File: config.mk
export PLATFORM = sky130hd
export DESIGN_NAME = register_slot_allocator
export DESIGN_NICKNAME = d
export VERILOG_FILES = /design/src/hw/rtl/rsa_pkg.sv /design/src/hw/rtl/rsa_ctrl.sv /design/src/hw/rtl/rsa_dpath.sv /design/src/hw/rtl/register_slot_allocator.sv
export SDC_FILE = /design/constraint.sdc
export NUM_CORES = 2
export LEC_CHECK = 0
export BUFFER_PORTS_ARGS = -buffer_cell sky130_fd_sc_hd__buf_2
export CAP_MARGIN = 40
export CORE_ASPECT_RATIO = 1.5
export CORE_MARGIN = 1.5
export CORE_UTILIZATION = 50
export DETAILED_ROUTE_END_ITERATION = 10
export PLACE_DENSITY = 0.65
export REMOVE_ABC_BUFFERS = 1
export SYNTH_ARGS = -nofsm -noshare
export SYNTH_HDL_FRONTEND = slang
export SYNTH_SLANG_ARGS = --single-unit
export TNS_END_PERCENT = 5
File: constraint.sdc
create_clock -name clk -period 38.8 [get_ports clk]
set_input_delay 7.76 -clock clk [delete_from_list [all_inputs] [get_ports clk]]
set_output_delay 7.76 -clock clk [all_outputs]
set_load 0.01 [all_outputs]
File: src/hw/rtl/rsa_pkg.sv
package rsa_pkg;

	// Table geometry
	localparam int NUM_SLOTS = 32;
	localparam int SLOT_W    = $clog2(NUM_SLOTS);
	localparam int TREE_N    = 1 << SLOT_W;
	localparam int CNT_W     = $clog2(NUM_SLOTS + 1);
	localparam int SRCH_W    = $clog2(SLOT_W + 1);

	// Field widths
	localparam int OP_W     = 2;
	localparam int NAME_W   = 16;
	localparam int SCOPE_W  = 8;
	localparam int STAMP_W  = 32;
	localparam int IDX_W    = 5;
	localparam int STATUS_W = 3;
	localparam int FREE_W   = 6;

	// Status codes
	localparam logic [STATUS_W-1:0] ST_FOUND    = 3'd0;
	localparam logic [STATUS_W-1:0] ST_ALLOC    = 3'd1;
	localparam logic [STATUS_W-1:0] ST_EVICT    = 3'd2;
	localparam logic [STATUS_W-1:0] ST_FAIL     = 3'd3;
	localparam logic [STATUS_W-1:0] ST_RELEASED = 3'd4;

	typedef enum logic [OP_W-1:0] {
		OP_VAR  = 2'd0,
		OP_TEMP = 2'd1,
		OP_REL  = 2'd2,
		OP_NONE = 2'd3
	} op_t;

	// Final action of a request
	typedef enum logic [2:0] {
		ACT_NONE    = 3'd0,
		ACT_FOUND   = 3'd1,
		ACT_ALLOC   = 3'd2,
		ACT_EVICT   = 3'd3,
		ACT_RELEASE = 3'd4,
		ACT_FAIL    = 3'd5
	} act_t;

	typedef struct packed {
		logic capture;
		logic look;
		logic reduce;
		act_t act;
	} cmd_t;

	typedef struct packed {
		op_t  op;
		logic hit;
		logic full;
		logic victim_ok;
	} stat_t;

endpackage

File: src/hw/rtl/rsa_ctrl.sv
module rsa_ctrl (
	input  logic           clk,
	input  logic           arst_n,
	input  logic           start,
	output logic           busy,
	input  rsa_pkg::stat_t stat,
	output rsa_pkg::cmd_t  cmd
);
	import rsa_pkg::*;

	typedef enum logic [4:0] {
		S_IDLE   = 5'b00001,
		S_LOOK   = 5'b00010,
		S_DECIDE = 5'b00100,
		S_SEARCH = 5'b01000,
		S_EVICT  = 5'b10000
	} state_t;

	state_t state_q, state_d;
	logic [SRCH_W-1:0] cnt_q, cnt_d;

	assign busy = (state_q != S_IDLE);

	// Sequence one request: capture, look up, decide, search for victim if full
	always_comb begin
		state_d     = state_q;
		cnt_d       = cnt_q;
		cmd.capture = 1'b0;
		cmd.look    = 1'b0;
		cmd.reduce  = 1'b0;
		cmd.act     = ACT_NONE;
		unique case (state_q)
			S_IDLE: begin
				if (start) begin
					cmd.capture = 1'b1;
					state_d     = S_LOOK;
				end
			end
			S_LOOK: begin
				cmd.look = 1'b1;
				state_d  = S_DECIDE;
			end
			S_DECIDE: begin
				state_d = S_IDLE;
				case (stat.op)
					OP_REL:  cmd.act = ACT_RELEASE;
					OP_NONE: cmd.act = ACT_FAIL;
					default: begin
						if (stat.op == OP_VAR && stat.hit) begin
							cmd.act = ACT_FOUND;
						end else if (!stat.full) begin
							cmd.act = ACT_ALLOC;
						end else begin
							cnt_d   = '0;
							state_d = S_SEARCH;
						end
					end
				endcase
			end
			S_SEARCH: begin
				cmd.reduce = 1'b1;
				cnt_d      = cnt_q + 1'b1;
				if (cnt_q == SRCH_W'(SLOT_W - 1)) begin
					state_d = S_EVICT;
				end
			end
			S_EVICT: begin
				cmd.act = stat.victim_ok ? ACT_EVICT : ACT_FAIL;
				state_d = S_IDLE;
			end
			default: state_d = S_IDLE;
		endcase
	end

	// Advance state
	always_ff @(posedge clk or negedge arst_n) begin
		if (!arst_n) begin
			state_q <= S_IDLE;
			cnt_q   <= '0;
		end else begin
			state_q <= state_d;
			cnt_q   <= cnt_d;
		end
	end

endmodule

File: src/hw/rtl/rsa_dpath.sv
module rsa_dpath (
	input  logic                           clk,
	input  logic                           arst_n,
	input  rsa_pkg::cmd_t                  cmd,
	output rsa_pkg::stat_t                 stat,
	input  logic [rsa_pkg::OP_W-1:0]       operation,
	input  logic [rsa_pkg::NAME_W-1:0]     name_id,
	input  logic [rsa_pkg::SCOPE_W-1:0]    scope_id,
	output logic                           done,
	output logic [rsa_pkg::IDX_W-1:0]      slot_index,
	output logic [rsa_pkg::STATUS_W-1:0]   status,
	output logic [rsa_pkg::IDX_W-1:0]      evicted_index,
	output logic [rsa_pkg::FREE_W-1:0]     free_count
);
	import rsa_pkg::*;

	// Slot table
	logic [NUM_SLOTS-1:0] valid_q;
	logic [NAME_W-1:0]    name_q  [NUM_SLOTS];
	logic [SCOPE_W-1:0]   scope_q [NUM_SLOTS];
	logic [STAMP_W-1:0]   stamp_q [NUM_SLOTS];
	logic [STAMP_W-1:0]   next_stamp_q;
	logic [CNT_W-1:0]     pin_cnt_q;
	logic [CNT_W-1:0]     temp_cnt_q;

	// Request
	op_t                  op_q;
	logic [NAME_W-1:0]    req_name_q;
	logic [SCOPE_W-1:0]   req_scope_q;

	// Lookup results
	logic                 hit_q;
	logic [SLOT_W-1:0]    hit_idx_q;
	logic [SLOT_W-1:0]    free_idx_q;
	logic                 full_q;

	// Minimum-stamp tree nodes, reduced in place one level per cycle
	logic                 node_vld_q   [TREE_N];
	logic [STAMP_W-1:0]   node_stamp_q [TREE_N];
	logic [SLOT_W-1:0]    node_idx_q   [TREE_N];

	// Result register
	logic                 done_q;
	logic [IDX_W-1:0]     res_slot_q;
	logic [STATUS_W-1:0]  res_status_q;
	logic [IDX_W-1:0]     res_evict_q;
	logic [FREE_W-1:0]    res_free_q;

	logic                 hit_c;
	logic [SLOT_W-1:0]    hit_idx_c;
	logic [SLOT_W-1:0]    free_idx_c;
	logic                 is_temp;
	logic [SLOT_W-1:0]    slot_sel;
	logic [CNT_W-1:0]     pin_cnt_d;
	logic [CNT_W-1:0]     temp_cnt_d;
	logic [CNT_W-1:0]     free_c;
	logic                 write_slot;

	assign stat.op        = op_q;
	assign stat.hit       = hit_q;
	assign stat.full      = full_q;
	assign stat.victim_ok = node_vld_q[0];

	assign is_temp    = (op_q == OP_TEMP);
	assign slot_sel   = (cmd.act == ACT_EVICT) ? node_idx_q[0] : free_idx_q;
	assign write_slot = (cmd.act == ACT_ALLOC) || (cmd.act == ACT_EVICT);

	// Match pinned slots by key and find the lowest free slot
	always_comb begin
		hit_c      = 1'b0;
		hit_idx_c  = '0;
		free_idx_c = '0;
		for (int i = NUM_SLOTS - 1; i >= 0; i--) begin
			if (valid_q[i] && stamp_q[i] == '0 && name_q[i] == req_name_q &&
			    scope_q[i] == req_scope_q) begin
				hit_c     = 1'b1;
				hit_idx_c = SLOT_W'(i);
			end
			if (!valid_q[i]) begin
				free_idx_c = SLOT_W'(i);
			end
		end
	end

	// Update pinned and temporary counts for the final action
	always_comb begin
		pin_cnt_d  = pin_cnt_q;
		temp_cnt_d = temp_cnt_q;
		case (cmd.act)
			ACT_ALLOC: begin
				if (is_temp) begin
					temp_cnt_d = temp_cnt_q + 1'b1;
				end else begin
					pin_cnt_d = pin_cnt_q + 1'b1;
				end
			end
			ACT_EVICT: begin
				if (!is_temp) begin
					temp_cnt_d = temp_cnt_q - 1'b1;
					pin_cnt_d  = pin_cnt_q + 1'b1;
				end
			end
			ACT_RELEASE: pin_cnt_d = '0;
			default: ;
		endcase
		free_c = CNT_W'(NUM_SLOTS) - (pin_cnt_d + temp_cnt_d);
	end

	// Capture request, latch lookup, reduce tree, write slot fields
	always_ff @(posedge clk) begin
		if (cmd.capture) begin
			op_q        <= op_t'(operation);
			req_name_q  <= name_id;
			req_scope_q <= scope_id;
		end
		if (cmd.look) begin
			hit_q      <= hit_c;
			hit_idx_q  <= hit_idx_c;
			free_idx_q <= free_idx_c;
			full_q     <= &valid_q;
			for (int i = 0; i < TREE_N; i++) begin
				node_idx_q[i] <= SLOT_W'(i);
				if (i < NUM_SLOTS) begin
					node_vld_q[i]   <= valid_q[i] && stamp_q[i] != '0;
					node_stamp_q[i] <= stamp_q[i];
				end else begin
					node_vld_q[i]   <= 1'b0;
					node_stamp_q[i] <= '0;
				end
			end
		end else if (cmd.reduce) begin
			// Left node holds lower indices, so it wins ties
			for (int i = 0; i < TREE_N / 2; i++) begin
				if (node_vld_q[2*i+1] &&
				    (!node_vld_q[2*i] || node_stamp_q[2*i+1] < node_stamp_q[2*i])) begin
					node_vld_q[i]   <= 1'b1;
					node_stamp_q[i] <= node_stamp_q[2*i+1];
					node_idx_q[i]   <= node_idx_q[2*i+1];
				end else begin
					node_vld_q[i]   <= node_vld_q[2*i];
					node_stamp_q[i] <= node_stamp_q[2*i];
					node_idx_q[i]   <= node_idx_q[2*i];
				end
			end
		end
		if (write_slot) begin
			name_q[slot_sel]  <= is_temp ? '0 : req_name_q;
			scope_q[slot_sel] <= req_scope_q;
			stamp_q[slot_sel] <= is_temp ? next_stamp_q : '0;
		end
	end

	// Hold table control state and emit result
	always_ff @(posedge clk or negedge arst_n) begin
		if (!arst_n) begin
			valid_q      <= '0;
			next_stamp_q <= STAMP_W'(1);
			pin_cnt_q    <= '0;
			temp_cnt_q   <= '0;
			done_q       <= 1'b0;
			res_slot_q   <= '0;
			res_status_q <= ST_FOUND;
			res_evict_q  <= '0;
			res_free_q   <= '0;
		end else begin
			done_q <= (cmd.act != ACT_NONE);
			if (cmd.act != ACT_NONE) begin
				pin_cnt_q   <= pin_cnt_d;
				temp_cnt_q  <= temp_cnt_d;
				res_free_q  <= FREE_W'(free_c);
				res_slot_q  <= '0;
				res_evict_q <= '0;
			end
			if (write_slot) begin
				valid_q[slot_sel] <= 1'b1;
				if (next_stamp_q != '1) begin
					next_stamp_q <= next_stamp_q + 1'b1;
				end
				res_slot_q <= IDX_W'(slot_sel);
			end
			case (cmd.act)
				ACT_FOUND: begin
					res_status_q <= ST_FOUND;
					res_slot_q   <= IDX_W'(hit_idx_q);
				end
				ACT_ALLOC: res_status_q <= ST_ALLOC;
				ACT_EVICT: begin
					res_status_q <= ST_EVICT;
					res_evict_q  <= IDX_W'(node_idx_q[0]);
				end
				ACT_RELEASE: begin
					res_status_q <= ST_RELEASED;
					for (int i = 0; i < NUM_SLOTS; i++) begin
						if (valid_q[i] && stamp_q[i] == '0) begin
							valid_q[i] <= 1'b0;
						end
					end
				end
				ACT_FAIL: res_status_q <= ST_FAIL;
				default: ;
			endcase
		end
	end

	assign done          = done_q;
	assign slot_index    = res_slot_q;
	assign status        = res_status_q;
	assign evicted_index = res_evict_q;
	assign free_count    = res_free_q;

endmodule

File: src/hw/rtl/register_slot_allocator.sv
// Register slot allocator: a table of slots keyed by variable id and scope id.
// A request is taken when start is high and busy is low; its result appears
// on the result ports for exactly one cycle with done high and must be taken
// then, since the receiver cannot stall the block. A lookup hit, an allocation
// into a free slot, a release or an unused operation code is settled after the
// capture and lookup states. An allocation (variable miss or temporary) that
// finds the table full also passes through a search of the minimum-stamp tree,
// reduced one level a cycle, before it evicts or fails.
module register_slot_allocator (
	input  logic                           clk,
	input  logic                           arst_n,
	input  logic                           start,
	output logic                           busy,
	input  logic [rsa_pkg::OP_W-1:0]       operation,
	input  logic [rsa_pkg::NAME_W-1:0]     name_id,
	input  logic [rsa_pkg::SCOPE_W-1:0]    scope_id,
	output logic                           done,
	output logic [rsa_pkg::IDX_W-1:0]      slot_index,
	output logic [rsa_pkg::STATUS_W-1:0]   status,
	output logic [rsa_pkg::IDX_W-1:0]      evicted_index,
	output logic [rsa_pkg::FREE_W-1:0]     free_count
);
	import rsa_pkg::*;

	cmd_t  cmd;
	stat_t stat;

	rsa_ctrl u_ctrl (
		.clk    (clk),
		.arst_n (arst_n),
		.start  (start),
		.busy   (busy),
		.stat   (stat),
		.cmd    (cmd)
	);

	rsa_dpath u_dpath (
		.clk           (clk),
		.arst_n        (arst_n),
		.cmd           (cmd),
		.stat          (stat),
		.operation     (operation),
		.name_id       (name_id),
		.scope_id      (scope_id),
		.done          (done),
		.slot_index    (slot_index),
		.status        (status),
		.evicted_index (evicted_index),
		.free_count    (free_count)
	);

	// A taken request keeps the block busy
	a_busy_after_accept: assert property (@(posedge clk) disable iff (!arst_n)
		start && !busy |=> busy)
		else $error("busy not raised after request accept");

	// A result follows only a busy cycle
	a_done_after_busy: assert property (@(posedge clk) disable iff (!arst_n)
		done |-> $past(busy))
		else $error("result without a request in flight");

	// Evicted slot reported only on eviction
	a_evict_field: assert property (@(posedge clk) disable iff (!arst_n)
		done && status != ST_EVICT |-> evicted_index == '0)
		else $error("evicted index set without eviction");

	// Release and failure carry slot zero
	a_slot_zero: assert property (@(posedge clk) disable iff (!arst_n)
		done && (status == ST_RELEASED || status == ST_FAIL) |-> slot_index == '0)
		else $error("slot index set on release or failure");

endmodule

==> reports/summary.txt <==
Seq/Total Area, Yosys -> 70.15%
RSZ-0062 raised after global routing -> no
Main synth FF type -> edfxtp_1
worst-margin pin slew -> 1.014 ns
Mapped Cells -> 8909
WL/cell -> 28.39 um
# IOs -> 50
pin count of the biggest net entering global routing -> 185
WL final -> 364000 um
CTS H-tree lvls -> 5
Setup Viol. Count Final -> 0
Required @ worst endpoint -> 31.04 ns
DP Wirelength -> 240200 um
IO Port Bufs -> 49
Synth Warn # -> 0
worst slack at placement -> 29.70 ns
first-pass GRT wire length -> 516400 um
Slew headroom -> 32.43%
Setup Buffers After CTS -> 0
Setup Skew -> 0.03712 ns
Crit. End Element -> primary output
Clock transition at path regs -> 0.07 ns
via/cell ratio -> 5.939
Max-Cap Viols -> 0
Worst-Skew Late Latency -> 0.85 ns
achievable frequency -> 0.1029 GHz
Post-Place Cells -> 12320
CTS tree -> built
slowest CP cell -> dfrtp_1
HP Class -> flip-flop to flip-flop
clk root buf -> clkbuf_16
WHS -> 0.4419 ns
CTS resizes -> 0
worst path bufs/invs -> 1
Setup CP Type -> flip-flop to primary output
clk buf depth -> 4
Hold Fails Final Rpt -> 0
Final Net Count -> 9693
CP arrival -> 1.96 ns
total power -> 7.888 mW
static leakage -> 50.08 nW
Final Critical Period -> 9.723 ns
Placer Congestion -> 0.9161
final period utilization -> 25.06%
die area -> 261700 um2
Netlist cell types -> 82
dpl cell area -> 135100 um2
Overall Global Routing Usage -> 27.52%
initial antenna violation count -> 35
post-route setup slack -> 29.08 ns
drt initial violations -> 7867
fraction of layout cells with a size suffix above 1 -> 9.305%
Post-Syn Area -> 129300 um2
crit path cell chain -> nor2_1 -> nand3_1 -> buf_2
Worst setup SP type -> flip-flop
outcome -> finished clean
Pwr Density -> 54.72 nW/um2
Crit path max-delay family -> simple AND/OR/NAND/NOR gates
FP Rows -> 228
router iterations before antenna repair -> 6
via count -> 76140
ys async rst share -> 3.423%
layout overhead on the synthesized area -> 11.47%
Die Y -> 625.8 um
Slew Viols, Final -> 0
Final Instance Count excl. Fillers -> 12820
grt total ovfl -> 0
DR DRC count -> 0
Avg Cell Area, Syn -> 14.51 um2
Hold Buf Count CTS -> 0
Die X -> 418.2 um
clock buffer count from CTS -> 281
core area -> 257000 um2
CTS Sinks -> 3038
crit path max fanout -> 5
post-route antenna net violation count -> 0
maximum vdd drop -> 0.00005878 V
number of synthesized flops with an enable pin -> 2934
register bit count reported by yosys -> 3038
final instance area -> 144100 um2
Starting Density -> 50.31%
max incr delay on CP -> 0.43 ns
number of global-route vias before repair -> 76300
-- cell type report --
cell class	count	area, um2
fill	20110	112900
timing repair buffer	279	2467
inverter	543	2053
multi-input combinational	5009	35580
tap	3450	4317
clock inverter	153	1439
sequential	3038	90710
antenna	9	22.52
clock buffer	339	7545
-- flip-flops by register name (all words and copies together), names as in the netlist, 2 cells and up --
name / count
u_dpath.temp_cnt_q: 6
u_dpath.req_scope_q: 8
u_dpath.free_count: 6
u_dpath.slot_index: 5
u_dpath.node_vld_q: 32
u_dpath.name_q: 512
u_dpath.req_name_q: 16
u_ctrl.state_q: 5
u_dpath.valid_q: 32
u_dpath.node_stamp_q: 1024
u_dpath.hit_idx_q: 5
u_dpath.evicted_index: 5
u_dpath.stamp_q: 1024
u_dpath.scope_q: 256
u_dpath.node_idx_q: 48
u_ctrl.cnt_q: 3
u_dpath.free_idx_q: 5
u_dpath.pin_cnt_q: 6
u_dpath.next_stamp_q: 32
u_dpath.op_q: 2
u_dpath.status: 3
-- through the flow --
| stage | utilization [%] | TNS (ns) |
|---|---|---|
| 4_1_cts | 56.07 | 0 |
| 3_5_place_dp | 52.57 | 0 |
| 2_1_floorplan | - | -2277.55 |
| 5_1_grt | 56.07 | 0 |
| 3_3_place_gp | 52.31 | 0 |
| 6_report | 56.08 | 0 |
-- cell families after synthesis --
kind of cell    Yosys count  share of synthesized area [%]
mux                     376                          2.912
buf+inv                 862                          2.697
flops                  3038                          70.15
simple gates           2009                          7.705
compound gates         1303                          6.097
fa+ha+maj               512                          4.960
xor+xnor                809                          5.480
-- per-layer routing --
metal  wire length, um  global-route usage [%]  vias up
met5                 0                       0        -
met4             24140                   16.26        0
met3             23180                   3.414      878
met2            188600                   49.53     3129
met1            128000                   31.20    38270
li1                  -                       -    33860
-- cells in the final DEF (no fill, tap or decap), types with 211 or more instances in the layout --
cell / count
a21oi_1: 442
clkbuf_16: 293
edfxtp_1: 2934
ha_1: 511
inv_1: 540
mux2i_1: 375
nand2_1: 546
nand4_1: 211
nor2_1: 393
nor4_1: 326
o21ai_0: 340
xnor2_1: 675
-- cell usage after synthesis, drive strengths merged (10+ instances only) --
cell,n,area (um2)
o211ai,10,75.07
nand4,212,1341
a21o,119,893.4
o2111ai,10,87.58
and3,51,335.3
a211oi,12,90.09
a21boi,11,82.58
o21ai,365,1827
and2,35,222.7
buf,138,767.0
nor2b,57,364.1
o22ai,127,794.5
xnor2,675,5912
dfrtp,102,2552
edfxtp,2934,88100
a31oi,78,488.0
clkbuf,181,681.9
a21oi,445,2242
inv,541,2031
mux2i,375,3754
nor3,91,460.4
nand2,548,2057
ha,511,6394
nand2b,71,444.2
nand3,155,785.8
o221a,66,743.2
and4,15,136.4
nor4,332,2077
xor2,134,1174
nor2,429,1633
-- report_power, final --
group	switching [mW]	leakage, nW	total [mW]	internal, mW
Clock	1.20	4.37	2.75	1.55
Combinational	0.747	19.0	1.13	0.378
Sequential	0.145	26.7	4.01	3.86
Total	2.09	50.1	7.89	5.79
-- path summary, 6_finish.rpt --
path	endpoint	slack [ns]	depth (start not counted)	start
min	u_dpath.node_stamp_q[1][124]	0.44	0	u_dpath.stamp_q[19][28]
max reg2reg	u_dpath.free_count[5]	33.55	23	u_dpath.op_q[0]
max in group asynchronous	u_dpath.next_stamp_q[13]	30.58	2	arst_n
min reg2reg	u_dpath.node_stamp_q[1][124]	0.44	0	u_dpath.stamp_q[19][28]
max	busy	29.08	3	u_ctrl.state_q[2]
min in group asynchronous	u_dpath.free_count[5]	6.86	1	arst_n
Note: power is estimated with default switching activity, not from simulation.
